`src/mmpwm_pkg.sv`:
```
// ----------------------------------------------------------------------------
// Mecanum mixer PWM package
// Shared widths, register indexes, reset values and transfer types for the
// mecanum wheel mixer with PWM compare outputs.
// ----------------------------------------------------------------------------
package mmpwm_pkg;

    // Default number of fraction bits in the fixed-point speed formats.
    localparam int FRAC_BITS_DEF = 13;

    localparam int IN_W       = 16;
    localparam int OUT_W      = 16;
    localparam int NUM_WHEELS = 4;

    // Configuration port and register widths.
    localparam int CFG_IDX_W  = 4;
    localparam int CFG_DATA_W = 16;
    localparam int LIMIT_W    = 15;
    localparam int DGAIN_W    = 15;
    localparam int PGAIN_W    = 12;
    localparam int CENTER_W   = 16;

    // Register indexes.
    localparam logic [CFG_IDX_W-1:0] REG_SPEED_LIMIT    = CFG_IDX_W'(0);
    localparam logic [CFG_IDX_W-1:0] REG_DIRECTION_GAIN = CFG_IDX_W'(1);
    localparam logic [CFG_IDX_W-1:0] REG_PWM_GAIN       = CFG_IDX_W'(2);
    localparam logic [CFG_IDX_W-1:0] REG_PWM_CENTER     = CFG_IDX_W'(3);

    // Register reset values.
    localparam logic [LIMIT_W-1:0]  SPEED_LIMIT_RST    = LIMIT_W'(4096);
    localparam logic [DGAIN_W-1:0]  DIRECTION_GAIN_RST = DGAIN_W'(9011);
    localparam logic [PGAIN_W-1:0]  PWM_GAIN_RST       = PGAIN_W'(210);
    localparam logic [CENTER_W-1:0] PWM_CENTER_RST     = CENTER_W'(1500);

    // One motion command.
    typedef struct packed {
        logic signed [IN_W-1:0] speed_x;
        logic signed [IN_W-1:0] speed_y;
        logic signed [IN_W-1:0] spin_rate;
        logic signed [IN_W-1:0] speed_trim;
        logic                   link_ok;
    } cmd_t;

    // One set of compare values.
    typedef struct packed {
        logic [OUT_W-1:0] cmp_tim2_ch1;
        logic [OUT_W-1:0] cmp_tim2_ch2;
        logic [OUT_W-1:0] cmp_tim8_ch3;
        logic [OUT_W-1:0] cmp_tim8_ch4;
    } pwm_t;

    // Clamped speed of one wheel and whether the direction gain applies.
    typedef struct packed {
        logic signed [IN_W-1:0] speed;
        logic                   gain_sel;
    } wheel_t;

    // Hand-over between the mixing and the compare halves of the pipeline.
    typedef struct packed {
        wheel_t [NUM_WHEELS-1:0] wheel;
        logic                    link_ok;
    } wheel_set_t;

endpackage

```
`src/mmpwm_mix.sv`:
```
// ----------------------------------------------------------------------------
// Mecanum mixer: mixing stages
// Three register stages: coefficient products, wheel sums, then scaling,
// clamping to the speed limit and selection of the direction gain.
// ----------------------------------------------------------------------------
module mmpwm_mix #(
    parameter int FRAC_BITS = mmpwm_pkg::FRAC_BITS_DEF
) (
    input  logic                          clk,
    input  logic                          rst_n,
    input  logic [mmpwm_pkg::LIMIT_W-1:0] speed_limit,
    input  logic                          in_valid,
    output logic                          in_ready,
    input  mmpwm_pkg::cmd_t               in_cmd,
    output logic                          out_valid,
    input  logic                          out_ready,
    output mmpwm_pkg::wheel_set_t         out_set
);
    import mmpwm_pkg::*;

    localparam int     CW  = FRAC_BITS + 2;
    localparam longint K09 = ((longint'(9) << FRAC_BITS) + 5) / 10;
    localparam longint K18 = ((longint'(18) << FRAC_BITS) + 5) / 10;
    localparam logic signed [CW-1:0] K09_C = CW'(K09);
    localparam logic signed [CW-1:0] K18_C = CW'(K18);
    localparam int PW = IN_W + CW;
    localparam int SW = PW + 2;
    localparam int QW = SW - FRAC_BITS;
    localparam logic signed [SW-1:0] BIAS = SW'((longint'(1) << FRAC_BITS) - 1);
    // Wheels one and two take the direction gain on negative speeds.
    localparam logic [NUM_WHEELS-1:0] GAIN_ON_NEG = NUM_WHEELS'(4'b0110);

    logic v1_reg, v2_reg, v3_reg;
    logic en1, en2, en3;

    logic signed [PW-1:0] px_reg, py_reg, ps_reg, pt_reg;
    logic signed [PW-1:0] px_next, py_next, ps_next, pt_next;
    logic                 link1_reg, link2_reg;

    logic signed [SW-1:0] sum_reg  [NUM_WHEELS];
    logic signed [SW-1:0] sum_next [NUM_WHEELS];
    logic signed [SW-1:0] xe, ye, se, te;

    logic signed [SW-1:0] biased [NUM_WHEELS];
    logic signed [QW-1:0] scaled [NUM_WHEELS];
    logic signed [QW-1:0] clamped [NUM_WHEELS];
    logic signed [QW-1:0] lim_pos, lim_neg;

    wheel_set_t set_reg, set_next;

    // Each stage moves on when it is empty or the next one moves on.
    assign en3      = !v3_reg || out_ready;
    assign en2      = !v2_reg || en3;
    assign en1      = !v1_reg || en2;
    assign in_ready = en1;

    assign out_valid = v3_reg;
    assign out_set   = set_reg;

    always_comb
    begin
        px_next = PW'(in_cmd.speed_x) * PW'(K09_C);
        py_next = PW'(in_cmd.speed_y) * PW'(K09_C);
        ps_next = PW'(in_cmd.spin_rate) * PW'(K18_C);
        pt_next = PW'(in_cmd.speed_trim) * PW'(K09_C);
    end

    always_comb
    begin
        xe = SW'(px_reg);
        ye = SW'(py_reg);
        se = SW'(ps_reg);
        te = SW'(pt_reg);
        sum_next[0] =  xe + ye + se + te;
        sum_next[1] = -xe + ye - se + te;
        sum_next[2] =  xe + ye - se - te;
        sum_next[3] = -xe + ye + se - te;
    end

    // Truncate toward zero by adding a bias to negative sums before shifting.
    always_comb
    begin
        lim_pos = $signed({{(QW - LIMIT_W){1'b0}}, speed_limit});
        lim_neg = -lim_pos;
        set_next.link_ok = link2_reg;
        for (int i = 0; i < NUM_WHEELS; i++)
        begin
            biased[i] = sum_reg[i] + (sum_reg[i][SW-1] ? BIAS : '0);
            scaled[i] = QW'(biased[i] >>> FRAC_BITS);
            if (scaled[i] > lim_pos)
            begin
                clamped[i] = lim_pos;
            end
            else if (scaled[i] < lim_neg)
            begin
                clamped[i] = lim_neg;
            end
            else
            begin
                clamped[i] = scaled[i];
            end
            set_next.wheel[i].speed = clamped[i][IN_W-1:0];
            if (GAIN_ON_NEG[i])
            begin
                set_next.wheel[i].gain_sel = clamped[i] < 0;
            end
            else
            begin
                set_next.wheel[i].gain_sel = clamped[i] > 0;
            end
        end
    end

    always_ff @(posedge clk or negedge rst_n)
    begin
        if (!rst_n)
        begin
            v1_reg <= 1'b0;
            v2_reg <= 1'b0;
            v3_reg <= 1'b0;
        end
        else
        begin
            if (en1)
            begin
                v1_reg <= in_valid;
            end
            if (en2)
            begin
                v2_reg <= v1_reg;
            end
            if (en3)
            begin
                v3_reg <= v2_reg;
            end
        end
    end

    always_ff @(posedge clk)
    begin
        if (en1)
        begin
            px_reg    <= px_next;
            py_reg    <= py_next;
            ps_reg    <= ps_next;
            pt_reg    <= pt_next;
            link1_reg <= in_cmd.link_ok;
        end
        if (en2)
        begin
            sum_reg   <= sum_next;
            link2_reg <= link1_reg;
        end
        if (en3)
        begin
            set_reg <= set_next;
        end
    end

endmodule

```
`config.mk`:
```
export PLATFORM = sky130hd
export DESIGN_NAME = mmpwm_mix
export DESIGN_NICKNAME = d
export VERILOG_FILES = /design/src/mmpwm_pkg.sv /design/src/mmpwm_mix.sv
export SDC_FILE = /design/constraint.sdc
export NUM_CORES = 2
export LEC_CHECK = 0
export CORE_MARGIN = 10
export CORE_UTILIZATION = 45
export DETAILED_ROUTE_END_ITERATION = 10
export DONT_BUFFER_PORTS = 1
export GPL_TIMING_DRIVEN = 0
export HOLD_SLACK_MARGIN = 0.1
export PLACE_DENSITY = 0.63
export SETUP_SLACK_MARGIN = 0.02
export SYNTH_ARGS = -nofsm -noshare
export SYNTH_HDL_FRONTEND = slang
export SYNTH_SLANG_ARGS = --single-unit
```
`constraint.sdc`:
```
create_clock -name clk -period 7.7 [get_ports clk]
set_input_delay 0.77 -clock clk [delete_from_list [all_inputs] [get_ports clk]]
set_output_delay 0.77 -clock clk [all_outputs]
set_load 0.005 [all_outputs]
```
---- Yosys cells after proc, flatten, opt, wreduce, memory -nomap -nowiden ----
Index checks and enable logic that the tools add are counted.
Widths: inputs -> output; s select.
word-level totals
  register bits ........................... 326
  input bits .............................. 84
  output and inout port bits .............. 71
  logic and storage cells ................. 72
operators by class
  add/subtract/negate cells ............... 16
  multiply operators ...................... 4
  order comparisons ....................... 12
  muxes and demuxes ....................... 12
  reductions and logical operators ........ 6
operators with widths
  kind                    count
  $mux 20                 8
  $add 33x13->33          4
  $mul 16x14->30 const B  4
  $gt 20x16->1            4
  $lt 20x20->1            4
  $add 33x30->33          2
  $mux 13                 4
  $gt 20x1->1 const B     2
  $lt 20x1->1 const B     2
  $add 32x30->33          1
  $add 33x31->33          1
  $neg 30->33             1
  $sub 32x30->33          1
  $sub 33x30->33          1
  $sub 33x31->33          1
  $add 31x31->32          1
  $sub 31x31->32          1
  $add 30x30->31          1
  $neg 15->20             1
  $logic_not 1->1         3
  $logic_or 1x1->1        3

---- Depth between registers and ports, before layout ----
  depth after elaboration ................. 6
  depth in mapped cells ................... 29
  depth with buffers taken out ............ 29

---- Worst setup path before layout ----
No wires, ideal clock.
  path type ............................... input port to flip-flop
  start ................................... input in_cmd[47] in the netlist's numbering
  end ..................................... register py_reg[28], data pin
  setup time .............................. 258 ps
  arrival time ............................ 5964 ps
  data required time ...................... 7442 ps
  path slack .............................. 1478 ps
  cell stages on the path ................. 22
  path buffers ............................ 1
  cell sequence ........................... clkbuf_1 inv_1 ha_1 inv_1 ha_1 fa_1 inv_1 fa_1 inv_1 fa_1 fa_1 ha_1 and3_1 nand2_1 or3b_2 a21oi_1 o21ai_1 a211oi_1 nor3_1 or3_1 a21oi_1 xnor2_1
on the way
  longest elaborated chain between the ends .. 1
ends and longest elaborated chain
  item                   RTL line          source
  from (decl)            mmpwm_mix.sv:14   input mmpwm_pkg::cmd_t in_cmd,
  $mul 16x14->30         mmpwm_mix.sv:63   py_next = PW'(in_cmd.speed_y) * PW'(K09_C);
  named net py_next[28]  mmpwm_mix.sv:37   logic signed [PW-1:0] px_next, py_next, ps_next, pt_next;
  to (signal assigned)   mmpwm_mix.sv:144  py_reg <= py_next;
  to (decl)              mmpwm_mix.sv:36   logic signed [PW-1:0] px_reg, py_reg, ps_reg, pt_reg;
The timed path passes the listed nets, and every way through them passes these cells.
A chain may end at the register's enable or synchronous reset.

==> impl_results.md <==
* Max reg flops at 130
* Sequential element share of the synthesized area at 21.0%
* Fmax at 138 MHz
* Post-synth cell types at 103
* First-pass GRT wire length at 193000 um
* Final ANT Viol Nets at 0
* GPL Wtd Cong at 0.963
* Clk buf depth at 3
* Clock latency on the worst-skew pair at 0.59 ns
* Post-Syn Area per Cell at 9.75 um^2
* PortBufs at 0
* Fin. max-slew vios at 0
* I/O pin cnt at 155
* EDFF count, synth at 321
* Crit path capture type: flop
* Rows at 117
* Root Buffer: clkbuf_16
* Tot GR Track Use at 21.0%
* Finish-stage setup viols at 0
* Final nets at 6088
* Initial antenna violation count at 2
* Via count at 33659
* WL/cell at 19.7 um
* Post-synth top cells: inv_1, ha_1, fa_1
* Num CTS Buffers at 39
* Worst Path Max Fanout at 16
* Grt ovf at 0
* Die X-Extent at 341 um
* WHS at 0.280 ns
* Sum of negative setup slack at 0 ns
* Worst Hold Class: in -> reg
* Fin crit share at 94.3%
* Status: complete, no violations
* Slew @ Worst Pin at 1.37 ns
* Max-cap violation count at 0
* Mapped Cells at 4751
* Core area at 0.102 mm^2
* Synth Warn # at 0
* Clock skew at 0.0480 ns
* Minimum clock period at 7.26 ns
* Mapped Nets at 6029
* Post-synth top area share at 20.8%
* Mapped cell area at 0.0463 mm^2
* Most common cell in the netlist: inv_1
* DIE AREA at 0.116 mm^2
* Critical Path AT at 7.53 ns
* Synthesis-to-finish area growth at 7.09%
* Layout cells sized above 1 at 3.16%
* Die height at 341 um
* Synth Flop Type: edfxtp_1
* Final Routed Wirelength at 123000 um
* Via density at 5.42
* Final Hold Fails at 0
* Initial drt markers at 2239
* CTS sink cnt at 324
* Crit path kind: reg -> reg
* Postcts setup bufs at 0
* Startpoint Class: flop
* Detailed placer's ending HPWL at 106000 um
* FF+latch count, synth at 324
* Synth area leaders: edfxtp_1, fa_1, ha_1
* # diodes at 0
* DRC violations left at 0
* Unrepaired setup endpoints after global routing: no
* Post-synth top area cell: edfxtp_1
* Async SR Flop Fraction at 0.926%
* CTS tree: done
* CTS H-tree depth at 2
* Crit path required time at 7.97 ns
* Initial Util at 45.4%
* Relative slew slack at 8.20%
* Largest net degree at the start of global routing at 71
* Clock transition at path regs at 0.06 ns
* DR pass1 iterations at 5
* Number of global-route vias before repair at 33973
[path summary, 6_finish.rpt]
kind | start | endpoint | slack (ns) | cells after the start
worst max-delay path | sum_reg[32]$_DFFE_PP_ | out_set[52]$_DFFE_PP_ | 0.44 | 23
worst min-delay path | in_cmd[0] | link1_reg$_DFFE_PP_ | 0.28 | 0
worst max register to register | sum_reg[32]$_DFFE_PP_ | out_set[52]$_DFFE_PP_ | 0.44 | 23
worst min register to register | link2_reg$_DFFE_PP_ | out_set[0]$_DFFE_PP_ | 0.42 | 0
max in group asynchronous | rst_n | v2_reg$_DFFE_PN0P_ | 7.12 | 1
min in group asynchronous | rst_n | v1_reg$_DFFE_PN0P_ | 0.43 | 1
[cell type report]
class,instances,area (um^2)
fill,9603,52400
multi-input combinational,3515,33200
sequential,324,9710
inverter,847,3180
tap,1368,1710
clock buffer,43,1030
timing repair buffer,18,283
buffer,65,258
clock inverter,28,248
[repair_timing]
action	4_1_cts	5_1_grt
hold buffers	1	0
hold endpoints to repair	3	0
gates resized for setup	0	0
[stage by stage]
stage                     utilization [%]  cell area, um^2  cells  setup slack, ns
final                                48.6            49600   6208            0.437
after global routing                 48.6            49600   6208            0.139
after CTS                            48.6            49600   6208            0.669
after detailed placement             47.4            48300   6136            0.202
after global placement               47.1            48000   6119           -0.945
after floorplan                         -            46300   4751             1.48
[critical path, stage by stage, from the launching register on]
cell and delay [ns]:
edfxtp_1 0.74, ha_1 0.46, and4_1 0.25, nand3_1 0.10
o22ai_1 0.38, nor2_1 0.14, nor3b_1 0.40, nand2_1 0.22
nor3_1 0.27, xnor2_1 0.34, inv_1 0.18, ha_1 0.34
a21o_1 0.12, a21oi_1 0.07, a21oi_1 0.12, a21oi_1 0.09
o21bai_1 0.21, a21oi_1 0.13, o22ai_1 0.29, clkbuf_1 0.46
buf_1 0.48, a211oi_1 0.19, a2111oi_0 0.71, a31oi_1 0.25
[layout by cell type, fill, tap and decap left out, drive strengths merged, types with 17 or more instances in the layout]
cell type,instances
a21oi,295
nand2,185
nand4,46
nor2,284
o21a,70
nor2b,50
or2,17
o21bai,40
xnor2,317
a21o,107
xor2,85
a211oi,40
clkbuf,93
edfxtp,321
nor3,81
nand3,92
nand2b,54
buf,32
inv,849
o21ai,191
a31oi,32
and3,28
fa,478
clkinv,18
mux2i,32
ha,716
or3,27
[kinds of logic (layout without fill, tap and decap cells)]
family          after synthesis  count (layout)  share of synthesized area, %
compound gates              964             964                          13.5
xor+xnor                    402             402                          7.62
fa+ha+maj                  1194            1194                          40.0
buf+inv                     912            1001                          7.42
flops                       324             324                          21.0
mux                          33              33                         0.716
simple gates                922             922                          9.75
[layer usage]
metal	track usage, %	wire length (um)
met1	28.1	55500
met2	35.6	57200
met3	2.64	6130
met4	5.70	3700
met5	0	13
Power is left out: the tool's default activity adds up to more than one toggle a clock period on the data nets, which glitch-free logic cannot reach.
